### src/rtl/core/lc2bc_pkg.sv
// Types and constants for the line-comment to block-comment converter.
// No dependencies; used by line_comment_to_block_comment, lc2bc_decode and the testbench.
package lc2bc_pkg;

   localparam int MaxBeats   = 4;
   localparam int CountWidth = $clog2(MaxBeats + 1);

   localparam logic [7:0] ChQuote     = 8'h22;
   localparam logic [7:0] ChApos      = 8'h27;
   localparam logic [7:0] ChBackslash = 8'h5c;
   localparam logic [7:0] ChSlash     = 8'h2f;
   localparam logic [7:0] ChStar      = 8'h2a;
   localparam logic [7:0] ChNewline   = 8'h0a;
   localparam logic [7:0] ChSpace     = 8'h20;

   typedef enum logic [3:0] {
      ST_CODE     = 4'd0,
      ST_CHR      = 4'd1,
      ST_CHR_ESC  = 4'd2,
      ST_STR      = 4'd3,
      ST_STR_ESC  = 4'd4,
      ST_SLASH    = 4'd5,
      ST_LINE     = 4'd6,
      ST_BLOCK    = 4'd7,
      ST_STAR     = 4'd8
   } scan_state_type;

   typedef enum logic [1:0] {
      END_NONE  = 2'd0,
      END_CLEAN = 2'd1,
      END_BAD   = 2'd2
   } end_status_type;

   typedef struct packed {
      logic [7:0]     out_byte;
      logic           byte_valid;
      logic           last;
      end_status_type end_status;
   } beat_type;

   typedef struct packed {
      scan_state_type              next_state;
      logic [CountWidth-1:0]       count;
      beat_type [MaxBeats-1:0]     beats;
   } decode_type;

endpackage

### src/rtl/core/line_comment_to_block_comment.sv
// Top level of the line-comment to block-comment converter.
// Depends on lc2bc_pkg and lc2bc_decode.
//
// Rewrites each double-slash comment of a C text, given one byte per request, as a
// slash-star comment. A request passes an input register, is decoded against the scan
// state and lands in a four-entry result shift register, whose head drives the result
// port. One request can be taken every cycle as long as the held request can move on into
// the result register; a request that yields several results holds the result register
// until its last result is taken, and a slash in code yields no result. rsp_tuser[0] is
// byte_valid, rsp_tuser[2:1] is end_status (0 none, 1 clean end, 2 ended inside a literal,
// a block comment or after a pending slash); tlast marks the final result of a request.
module line_comment_to_block_comment (
   input  logic       clock,
   input  logic       reset,
   input  logic       req_tvalid,
   output logic       req_tready,
   input  logic [7:0] req_tdata,   // [7:0] in_byte
   input  logic       req_tuser,   // [0] end_of_stream
   output logic       rsp_tvalid,
   input  logic       rsp_tready,
   output logic [7:0] rsp_tdata,   // [7:0] out_byte
   output logic [2:0] rsp_tuser,   // [0] byte_valid, [2:1] end_status
   output logic       rsp_tlast
);

   localparam int MaxBeats = lc2bc_pkg::MaxBeats;
   localparam int CntW     = lc2bc_pkg::CountWidth;

   logic                      in_valid_ff, in_valid_in;
   logic [7:0]                in_byte_ff;
   logic                      in_eos_ff;
   lc2bc_pkg::scan_state_type state_ff, state_in;
   lc2bc_pkg::beat_type [MaxBeats-1:0] beats_ff, beats_in;
   logic [CntW-1:0]           count_ff, count_in;

   lc2bc_pkg::decode_type dec;
   logic                  pop, burst_free, load, req_take;

   lc2bc_decode u_decode (
      .state         (state_ff),
      .in_byte       (in_byte_ff),
      .end_of_stream (in_eos_ff),
      .dec           (dec)
   );

   assign pop        = rsp_tvalid && rsp_tready;
   assign burst_free = (count_ff == '0) || (pop && count_ff == CntW'(1));
   assign load       = in_valid_ff && burst_free;
   assign req_tready = !in_valid_ff || load;
   assign req_take   = req_tvalid && req_tready;

   always_comb begin
      in_valid_in = req_take ? 1'b1 : (load ? 1'b0 : in_valid_ff);
      state_in    = load ? dec.next_state : state_ff;
      beats_in    = beats_ff;
      count_in    = count_ff;
      if (load) begin
         beats_in = dec.beats;
         count_in = dec.count;
      end else if (pop) begin
         for (int i = 0; i < MaxBeats - 1; i++) begin
            beats_in[i] = beats_ff[i+1];
         end
         beats_in[MaxBeats-1] = '0;
         count_in = count_ff - CntW'(1);
      end
   end

   always_ff @(posedge clock) begin
      if (reset) begin
         in_valid_ff <= 1'b0;
         state_ff    <= lc2bc_pkg::ST_CODE;
         count_ff    <= '0;
      end else begin
         in_valid_ff <= in_valid_in;
         state_ff    <= state_in;
         count_ff    <= count_in;
      end
   end

   always_ff @(posedge clock) begin
      if (req_take) begin
         in_byte_ff <= req_tdata;
         in_eos_ff  <= req_tuser;
      end
      beats_ff <= beats_in;
   end

   assign rsp_tvalid = (count_ff != '0);
   assign rsp_tdata  = beats_ff[0].out_byte;
   assign rsp_tuser  = {beats_ff[0].end_status, beats_ff[0].byte_valid};
   assign rsp_tlast  = beats_ff[0].last;

endmodule

### src/rtl/core/lc2bc_decode.sv
// Per-request decode: next scan state and the burst of up to four results.
// Depends on lc2bc_pkg.
module lc2bc_decode (
   input  lc2bc_pkg::scan_state_type state,
   input  logic [7:0]                in_byte,
   input  logic                      end_of_stream,
   output lc2bc_pkg::decode_type     dec
);

   logic [7:0]                       b0, b1, b2, b3;
   logic [lc2bc_pkg::CountWidth-1:0] count;
   logic                             status_only;
   lc2bc_pkg::end_status_type        status;
   lc2bc_pkg::scan_state_type        nxt;

   always_comb begin
      b0          = in_byte;
      b1          = 8'd0;
      b2          = 8'd0;
      b3          = 8'd0;
      count       = lc2bc_pkg::CountWidth'(1);
      status_only = 1'b0;
      status      = lc2bc_pkg::END_NONE;
      nxt         = state;
      if (end_of_stream) begin
         nxt = lc2bc_pkg::ST_CODE;
         if (state == lc2bc_pkg::ST_LINE) begin
            // close the open comment
            b0     = lc2bc_pkg::ChSpace;
            b1     = lc2bc_pkg::ChStar;
            b2     = lc2bc_pkg::ChSlash;
            count  = lc2bc_pkg::CountWidth'(3);
            status = lc2bc_pkg::END_CLEAN;
         end else begin
            b0          = 8'd0;
            status_only = 1'b1;
            case (state)
               lc2bc_pkg::ST_CHR, lc2bc_pkg::ST_CHR_ESC, lc2bc_pkg::ST_STR,
               lc2bc_pkg::ST_STR_ESC, lc2bc_pkg::ST_SLASH, lc2bc_pkg::ST_BLOCK,
               lc2bc_pkg::ST_STAR: status = lc2bc_pkg::END_BAD;
               default:            status = lc2bc_pkg::END_CLEAN;
            endcase
         end
      end else begin
         case (state)
            lc2bc_pkg::ST_STR: begin
               if (in_byte == lc2bc_pkg::ChBackslash) nxt = lc2bc_pkg::ST_STR_ESC;
               else if (in_byte == lc2bc_pkg::ChQuote) nxt = lc2bc_pkg::ST_CODE;
            end
            lc2bc_pkg::ST_STR_ESC: nxt = lc2bc_pkg::ST_STR;
            lc2bc_pkg::ST_CHR: begin
               if (in_byte == lc2bc_pkg::ChBackslash) nxt = lc2bc_pkg::ST_CHR_ESC;
               else if (in_byte == lc2bc_pkg::ChApos) nxt = lc2bc_pkg::ST_CODE;
            end
            lc2bc_pkg::ST_CHR_ESC: nxt = lc2bc_pkg::ST_CHR;
            lc2bc_pkg::ST_SLASH: begin
               // held slash goes out first; a quote here does not open a literal
               b0    = lc2bc_pkg::ChSlash;
               b1    = in_byte;
               count = lc2bc_pkg::CountWidth'(2);
               if (in_byte == lc2bc_pkg::ChSlash) begin
                  nxt = lc2bc_pkg::ST_LINE;
                  b1  = lc2bc_pkg::ChStar;
               end else if (in_byte == lc2bc_pkg::ChStar) begin
                  nxt = lc2bc_pkg::ST_BLOCK;
               end else begin
                  nxt = lc2bc_pkg::ST_CODE;
               end
            end
            lc2bc_pkg::ST_LINE: begin
               if (in_byte == lc2bc_pkg::ChNewline) begin
                  nxt   = lc2bc_pkg::ST_CODE;
                  b0    = lc2bc_pkg::ChSpace;
                  b1    = lc2bc_pkg::ChStar;
                  b2    = lc2bc_pkg::ChSlash;
                  b3    = in_byte;
                  count = lc2bc_pkg::CountWidth'(4);
               end
            end
            lc2bc_pkg::ST_BLOCK: begin
               if (in_byte == lc2bc_pkg::ChStar) nxt = lc2bc_pkg::ST_STAR;
            end
            lc2bc_pkg::ST_STAR: begin
               if (in_byte == lc2bc_pkg::ChSlash) nxt = lc2bc_pkg::ST_CODE;
               else if (in_byte != lc2bc_pkg::ChStar) nxt = lc2bc_pkg::ST_BLOCK;
            end
            default: begin
               if (in_byte == lc2bc_pkg::ChQuote) begin
                  nxt = lc2bc_pkg::ST_STR;
               end else if (in_byte == lc2bc_pkg::ChApos) begin
                  nxt = lc2bc_pkg::ST_CHR;
               end else if (in_byte == lc2bc_pkg::ChSlash) begin
                  nxt   = lc2bc_pkg::ST_SLASH;
                  count = '0;
               end else begin
                  nxt = lc2bc_pkg::ST_CODE;
               end
            end
         endcase
      end
   end

   always_comb begin
      dec.next_state = nxt;
      dec.count      = count;
      dec.beats[0].out_byte = b0;
      dec.beats[1].out_byte = b1;
      dec.beats[2].out_byte = b2;
      dec.beats[3].out_byte = b3;
      for (int i = 0; i < lc2bc_pkg::MaxBeats; i++) begin
         dec.beats[i].byte_valid = !status_only;
         dec.beats[i].last       = (count == lc2bc_pkg::CountWidth'(i + 1));
         dec.beats[i].end_status = (count == lc2bc_pkg::CountWidth'(i + 1))
                                   ? status : lc2bc_pkg::END_NONE;
      end
   end

endmodule

### config.mk
export PLATFORM = sky130hd
export DESIGN_NAME = line_comment_to_block_comment
export DESIGN_NICKNAME = d
export VERILOG_FILES = /design/src/rtl/core/lc2bc_pkg.sv /design/src/rtl/core/line_comment_to_block_comment.sv /design/src/rtl/core/lc2bc_decode.sv
export SDC_FILE = /design/constraint.sdc
export NUM_CORES = 1
export LEC_CHECK = 0
export ABC_AREA = 1
export BUFFER_PORTS_ARGS = -buffer_cell sky130_fd_sc_hd__buf_2
export CAP_MARGIN = 20
export CORE_AREA = 2 2 105 97
export CTS_CLUSTER_DIAMETER = 120
export CTS_CLUSTER_SIZE = 8
export DETAILED_ROUTE_END_ITERATION = 6
export DIE_AREA = 0 0 107 99
export GPL_ROUTABILITY_DRIVEN = 0
export GPL_TIMING_DRIVEN = 1
export HOLD_SLACK_MARGIN = 0.15
export PLACE_DENSITY = 0.53
export SYNTH_ARGS = -nofsm -noshare
export SYNTH_HDL_FRONTEND = slang
export SYNTH_SLANG_ARGS = --single-unit
### constraint.sdc
create_clock -name clock -period 8.22 [get_ports clock]
set_clock_uncertainty 0.1 [all_clocks]
set_input_delay 2.055 -clock clock [delete_from_list [all_inputs] [get_ports clock]]
set_output_delay 2.055 -clock clock [all_outputs]
set_load 0.02 [all_outputs]
# --- Yosys cells after proc, flatten, opt, wreduce, memory -nomap -nowiden ---
# Cells that the tools add are included.
op_classes:
  eq_ne: 25
  mux: 53
  n_reduce_logical: 15
  n_addsub: 1
ops:
  columns: ["cell", "n"]
  rows:
  - ["two-way mux 48 bit", 2]
  - ["two-way mux 8 bit", 9]
  - ["two-way mux 4 bit", 12]
  - ["== test 8 x 6 -> 1 bit, second input constant", 4]
  - ["case mux 4 bit (8 select lines)", 1]
  - ["case mux 8 bit (2 select lines)", 2]
  - ["two-way mux 6 bit", 5]
  - ["two-way mux 3 bit", 8]
  - ["== test 4 x 3 -> 1 bit, second input constant", 4]
  - ["two-way mux 2 bit", 8]
  - ["!= test 4 x 2 -> 1 bit, second input constant", 3]
  - ["case mux 3 bit (3 select lines)", 1]
  - ["== test 4 x 2 -> 1 bit, second input constant", 2]
  - ["== test 8 x 4 -> 1 bit, second input constant", 1]
  - ["== test 8 x 7 -> 1 bit, second input constant", 1]
  - ["!= test 8 x 6 -> 1 bit, second input constant", 1]
  - ["OR reduction 7 bit", 1]
  - ["== test 3 x 1 -> 1 bit, second input constant", 2]
  - ["== test 3 x 2 -> 1 bit, second input constant", 2]
  - ["AND reduction 6 bit", 1]
  - ["OR reduction 6 bit", 1]
  - ["two-way mux 1 bit", 5]
  - ["== test 4 x 1 -> 1 bit, second input constant", 1]
  - ["== test 4 bit, second input constant", 1]
  - ["other kinds (10)", 16]
totals:
  regBits: 65
  input_bits: 13
  out_inout_bits: 14
  elab_cells: 115

# --- Logic depth before layout (Yosys ltp) ---
# Gate-level depths: netlist of the first run.
logic_depth:
  depth_word: 9
  ltp_mapped: 13
  ltp_nobuf: 13

# --- Modules after synthesis ---
# Synthesis of the first run repeated with hierarchy kept, for this count alone.
hier_totals:
  hier_cells: 460
  area_unflattened_um2: 3666.0
by_module_without_submodules:
  columns: ["mod", "seq_area_each_um2", "cells_each", "area_per_inst_um2", "instances"]
  rows:
  - ["line_comment_to_block_comment", 1871.8, 274, 2803.9, 1]
  - ["lc2bc_decode", 0.0, 186, 862.1, 1]

# --- Worst setup path before layout of the first run ---
# No wires, ideal clock.
synth_path:
  path_kind: "input-to-output"
  startpoint: "input port rsp_tready"
  endpoint: "output port req_tready"
  cell_stages: 2
  arrival_time_ps: 2346
  n_path_buf: 0
  required_time_ps: 6065
  setup_slack_ps: 3719
  cell_sequence: "nand3_1 > nand3_1"
synth_between:
  elab_chain_len: 5
synth_rtl:
  columns: ["item", "line", "source"]
  rows:
  - ["start: declaration", "line_comment_to_block_comment.sv:20", "input logic rsp_tready,"]
  - ["logical AND 1 bit", "line_comment_to_block_comment.sv:46", "assign pop = rsp_tvalid && rsp_tready;"]
  - ["logical AND 1 bit", "line_comment_to_block_comment.sv:47", "assign burst_free = (count_ff == '0) || (pop && count_ff == CntW'(1));"]
  - ["logical OR 1 bit", "line_comment_to_block_comment.sv:47", null]
  - ["logical AND 1 bit", "line_comment_to_block_comment.sv:48", "assign load = in_valid_ff && burst_free;"]
  - ["logical OR 1 bit", "line_comment_to_block_comment.sv:49", "assign req_tready = !in_valid_ff || load;"]
  - ["end: declaration", "line_comment_to_block_comment.sv:16", "output logic req_tready,"]
# Every way passes these cells.

# --- Worst setup path after layout of the first run ---
# Same ends and word-level chain as after synthesis.

==> run_results.csv, run 1 <==
group,metric,value,unit
run_status,status,"finished clean",
finish,design_area,3630,um2
sta,finalHoldViolCount,0,
route,vias_per_cell,4.55,
critical_path,r2r-start,"count_ff[0]",
global_routing,grt_pass1_wl,10.5,mm
pwr,power_density,356,nW/um2
finish,fillers,986,
critical_path,setup.worst_path.start_class,"input pin",
route,vias,2318,
clocking,holdBufCountCts,0,
finish,final_common_cell,"nand2_1",
pwr,total_power,1290,uW
global_routing,grt_usage,13.0,%
clocking,cts_buffers,9,
sta,fin_ws,3.50,ns
die,num_io_pins,27,
route,dr.first_iter.drc_count,83,
critical_path,endpoint_kind,"output pin",
clocking,clockBufferDepth,2,
sta,setup_viol,0,
clocking,post-cts-setup-buffer-count,0,
placement,port-buffer-count,26,
sta,fmax,212,MHz
yosys,ys_seq_area_share,57.5,%
worst_hold_path,min_from,"beats_ff[36]",
sta,tightest_slew,0.538,ns
sta,rsz0062_at_grt,"no",
die,rows,34,
global_routing,antenna_found_initial,0,
die,die_area,10600,um2
yosys,ys_ff_latch,65,
flow_run,cap_violations,0,
route,drt-pass1-iter-count,5,
clocking,path_clk_slew,0.07,ns
route,drt-wirelength-per-cell,12.5,um
die,core,9490,um2
clocking,tritoncts,"built",
sta,fin_setup_tns,0,ns
global_routing,grt_max_degree,41,
clocking,clkLatencyLatePin,0.34,ns
finish,nets,394,
pwr,max-vdd-ir-drop,0.158,mV
sta,drv_slew,0,
sta,period_minus_slack,4.72,ns
die,die_height,99,um
die,start_util,34.3,%
sta,fin_crit_sh,57.4,%
sta,slew-limit-headroom,63.7,%
pwr,power.leakage,0.00160,uW
yosys,syn_area_per_cell,9.28,um2
yosys,synth_ff_type,"edfxtp_1",
critical_path,worstPathRequired,6.07,ns
yosys,synthArstFlopShare,0,%
yosys,synthCells,351,
clocking,root_buffer,"clkbuf_8",
finish,layout_common_cells,"nand2_1, edfxtp_1, nor2_1, inv_1, buf_2",
clocking,cts.sinks,65,
global_routing,gr-total-overflow,0,
yosys,synth_cell_types,27,
clocking,cts_resized,0,
global_routing,first_global_vias,2137,
finish,syn_to_final_growth,11.6,%
finish,drive_above_1_share,20.1,%
finish,num_antenna_cells,0,
critical_path,worstSetupPathType,"in2out",
clocking,htree_levels,3,
worst_hold_path,hp-class,"reg2reg",
route,drt_drc_violations_left,0,
yosys,synth_edf_count,57,
route,finalWirelength,6.35,mm
placement,dpl_cell_area,3470,um2
placement,pre_cts_slack,3.49,ns
placement,dp_hpwl,4.45,mm
critical_path,critPathMaxFanout,3,
yosys,synth-warning-count,0,
yosys,synth_area,3260,um2
route,antenna_left,0,
critical_path,cp_data_arrival_time,2.56,ns
die,die_x,107,um
critical_path,crit_start,"rsp_tready",
[synthesized netlist by cell type (2+ instances only)]
library cell	number	share of area (%)
a21oi_1	10	1.5
buf_2	3	0.46
buf_4	11	2.5
clkbuf_1	3	0.35
dfxtp_1	8	4.9
edfxtp_1	57	53
ha_1	3	1.2
inv_1	31	3.6
inv_2	13	1.5
nand2_1	96	11
nand2_2	9	1.7
nand2_4	2	0.69
nand3_1	15	2.3
nand3_2	2	0.61
nand4_1	4	0.77
nor2_1	39	4.5
nor2_4	8	2.8
nor3_1	2	0.31
o211ai_1	2	0.46
o21ai_0	19	2.9
o21ai_1	2	0.31
o31ai_1	7	1.6
[worst max-delay path, cell delays in order]
cell and delay [ns]:
buf_2 0.11, nand3_1 0.09, nand3_1 0.12, buf_2 0.18
[stage by stage]
stage / hold slack [ns] / cells / util [%]
after floorplan: 0.395 / 358 / -
after global placement: 0.399 / 492 / 36.4
after detailed placement: 0.404 / 493 / 36.6
after CTS: 0.417 / 509 / 38.3
after global routing: 0.448 / 509 / 38.3
final: 0.415 / 509 / 38.3
[final cells by class]
cell class	instances	area [um2]	area share (%)
flip-flops and latches	65	1870	51.5
multi-input cells	231	1130	31.0
inverters	44	165	4.54
well taps	126	158	4.34
repair buffers	27	150	4.13
clock buffers	11	131	3.61
clock inverters	5	31.3	0.861
[registers in the layout, indices dropped and copies added, names as in the netlist]
signal and cells:
beats_ff 36, in_byte_ff 8, rsp_tdata 8, state_ff 4
count_ff 3, rsp_tuser 3, in_eos_ff 1, in_valid_ff 1
rsp_tlast 1
[per-layer routing]
| metal | routed length (um) | GRT usage [%] | part of all wire, % | vias up |
|---|---|---|---|---|
| li1 | - | - | - | 1186 |
| met1 | 3080 | 18.7 | 49 | 1053 |
| met2 | 2750 | 18.5 | 43 | 65 |
| met3 | 373 | 3.11 | 5.9 | 14 |
| met4 | 139 | 5.59 | 2.2 | 0 |
| met5 | 0 | 0 | 0 | - |
[final timing paths]
path / endpoint / slack [ns] / cells past startpoint
setup / recovery: req_tready / 3.50 / 4
hold / removal: beats_ff[24] / 0.42 / 2
setup reg to reg: rsp_tdata[6] / 5.90 / 8
hold reg to reg: beats_ff[24] / 0.42 / 2
[kinds of logic (layout without fill, tap and decap cells)]
family                     after synthesis  in the layout  share of synthesized area, %
AOI/OAI and AO/OA                       42             42                          7.53
adders and majority gates                3              3                          1.15
buffers and inverters                   62             87                          8.76
DFF                                     65             65                          57.5
other                                    1              8                         0.115
and+or+nand+nor                        178            178                          24.9
[power by group]
group / internal, uW / leakage [uW] / switching, uW
logic: 141 / 0.000901 / 311
clock network: 109 / 0.0000851 / 127
registers: 560 / 0.000615 / 47.2
total: 810 / 0.00160 / 485
(Power assumes the default switching activity.)
==> run 2: changes to the inputs <==
- clock period: 8.22 -> 4.5 ns (I/O delays scaled with it)
==> run_results.csv, run 2 (synthesized netlist as in run 1, its figures left out) <==
group,metric,value,unit
clocking,cts.sinks,65,
critical_path,worstSetupPathType,"in2out",
finish,fillers,956,
clocking,post-cts-setup-buffer-count,0,
critical_path,cp_data_arrival_time,1.64,ns
die,die_x,107,um
placement,dp_hpwl,4.59,mm
finish,largest_register_ffs,36,
sta,fmax,349,MHz
global_routing,gr-total-overflow,0,
pwr,total_power,2420,uW
clocking,clkLatencyLatePin,0.34,ns
die,die_area,10600,um2
pwr,max-vdd-ir-drop,0.357,mV
critical_path,worstPathRequired,3.27,ns
clocking,cts_buffers,9,
global_routing,first_global_vias,2113,
sta,finalHoldViolCount,0,
pwr,pwr-share-seq,45.9,%
clocking,holdBufCountCts,0,
sta,tightest_slew,0.777,ns
clocking,tritoncts,"built",
sta,slew-limit-headroom,48.0,%
route,dr.first_iter.drc_count,131,
critical_path,path_delay_family,"buffers and inverters",
clocking,cts_resized,0,
critical_path,setup.worst_path.start_class,"input pin",
pwr,combPwrFrac,33.9,%
route,antenna_left,0,
pwr,p_int,1520,uW
critical_path,critPathMaxFanout,3,
finish,layout_common_cells,"nand2_1, edfxtp_1, nor2_1, inv_1, buf_2",
route,drt-pass1-iter-count,4,
finish,final_common_cell,"nand2_1",
finish,register_area,1870,um2
route,drt-wirelength-per-cell,12.7,um
pwr,power_switching,893,uW
worst_hold_path,hp-class,"reg2reg",
finish,drive_above_1_share,20.6,%
pwr,power.share.clock,20.1,%
die,die_height,99,um
sta,drv_slew,0,
clocking,htree_levels,3,
critical_path,endpoint_kind,"output pin",
route,finalWirelength,6.46,mm
clocking,root_buffer,"clkbuf_8",
sta,period_minus_slack,2.86,ns
die,rows,34,
finish,num_antenna_cells,0,
route,drt_drc_violations_left,0,
global_routing,grt_max_degree,38,
sta,setup_viol,0,
placement,port-buffer-count,26,
finish,syn_to_final_growth,12.2,%
sta,fin_crit_sh,63.6,%
clocking,clockBufferDepth,2,
route,vias,2273,
critical_path,cp.buffers_inverters,2,
sta,fin_setup_tns,0,ns
critical_path,cp_cell_sequence,"buf_2 -> nand3_1 -> nand3_1 -> buf_2",
global_routing,antenna_found_initial,0,
die,num_io_pins,27,
pwr,netSwitchingFraction,36.9,%
pwr,power_density,662,nW/um2
finish,nets,394,
die,core,9490,um2
route,vias_per_cell,4.47,
pwr,power.leakage,0.00161,uW
global_routing,grt_usage,13.2,%
finish,multiInputGateArea,1130,um2
run_status,status,"finished clean",
global_routing,grt_pass1_wl,10.7,mm
critical_path,cpMaxStageDelayCell,"buf_2",
die,start_util,34.3,%
sta,rsz0062_at_grt,"no",
finish,top_register,"beats_ff",
flow_run,cap_violations,0,
clocking,path_clk_slew,0.07,ns
critical_path,max_stage_delay,0.19,ns
run 2: cell count changes in the layout (fill, tap and decap cells not counted):
cell	previous run	this run
clkbuf_1	2	0
clkinvlp_4	0	1
buf_12	1	0
buf_4	0	1
bufinv_16	0	1
run 2: power groups by stage:
stage | clock, uW | combinational, uW | sequential (uW)
floorplan | 0 | 678 | 1120
global placement | 0 | 807 | 1120
detailed placement | 0 | 820 | 1120
CTS | 494 | 825 | 1110
global route | 518 | 931 | 1140
finish | 487 | 821 | 1110
run 2: final cells by class:
class | count | share of cell area [%]
Sequential cell | 65 | 51.3
Tap cell | 126 | 4.32
Inverter | 44 | 4.52
Multi-Input combinational cell | 231 | 30.9
Clock buffer | 9 | 3.39
Timing Repair Buffer | 27 | 3.77
Clock inverter | 7 | 1.88
run 2: worst paths after layout:
check	slack (ns)	end	start	cells after the start
worst max-delay path	1.64	req_tready	rsp_tready	4
worst min-delay path	0.42	beats_ff[28]	beats_ff[40]	2
worst min register to register	0.42	beats_ff[28]	beats_ff[40]	2
worst max register to register	2.02	rsp_tuser[1]	count_ff[0]	7
run 2: metrics by stage:
step	instance area, um2	utilization, %	cells	setup WS, ns	hold slack [ns]
final	3650	38.5	509	1.64	0.424
after global routing	3650	38.5	509	1.53	0.443
after CTS	3650	38.5	509	1.62	0.427
after detailed placement	3460	36.5	493	1.34	0.408
after global placement	3460	36.5	493	1.36	0.404
after floorplan	3280	-	358	1.41	0.395
run 2: worst reg2reg max path: cells and delay by family, from the launching register on:
family | cells | cell delay (ns)
flip-flops | 1 | 0.32
AND/OR/NAND/NOR | 4 | 1.07
buffers and inverters | 2 | 0.50
adder cells (fa/ha/maj) | 1 | 0.18
run 2: per-layer routing:
layer / track usage (%) / up-vias / part of all wire (%)
met5: 0 / - / 0
met4: 5.39 / 0 / 1.4
met3: 3.04 / 9 / 4.3
li1: - / 1186 / -
met2: 19.5 / 54 / 45
met1: 18.7 / 1024 / 50
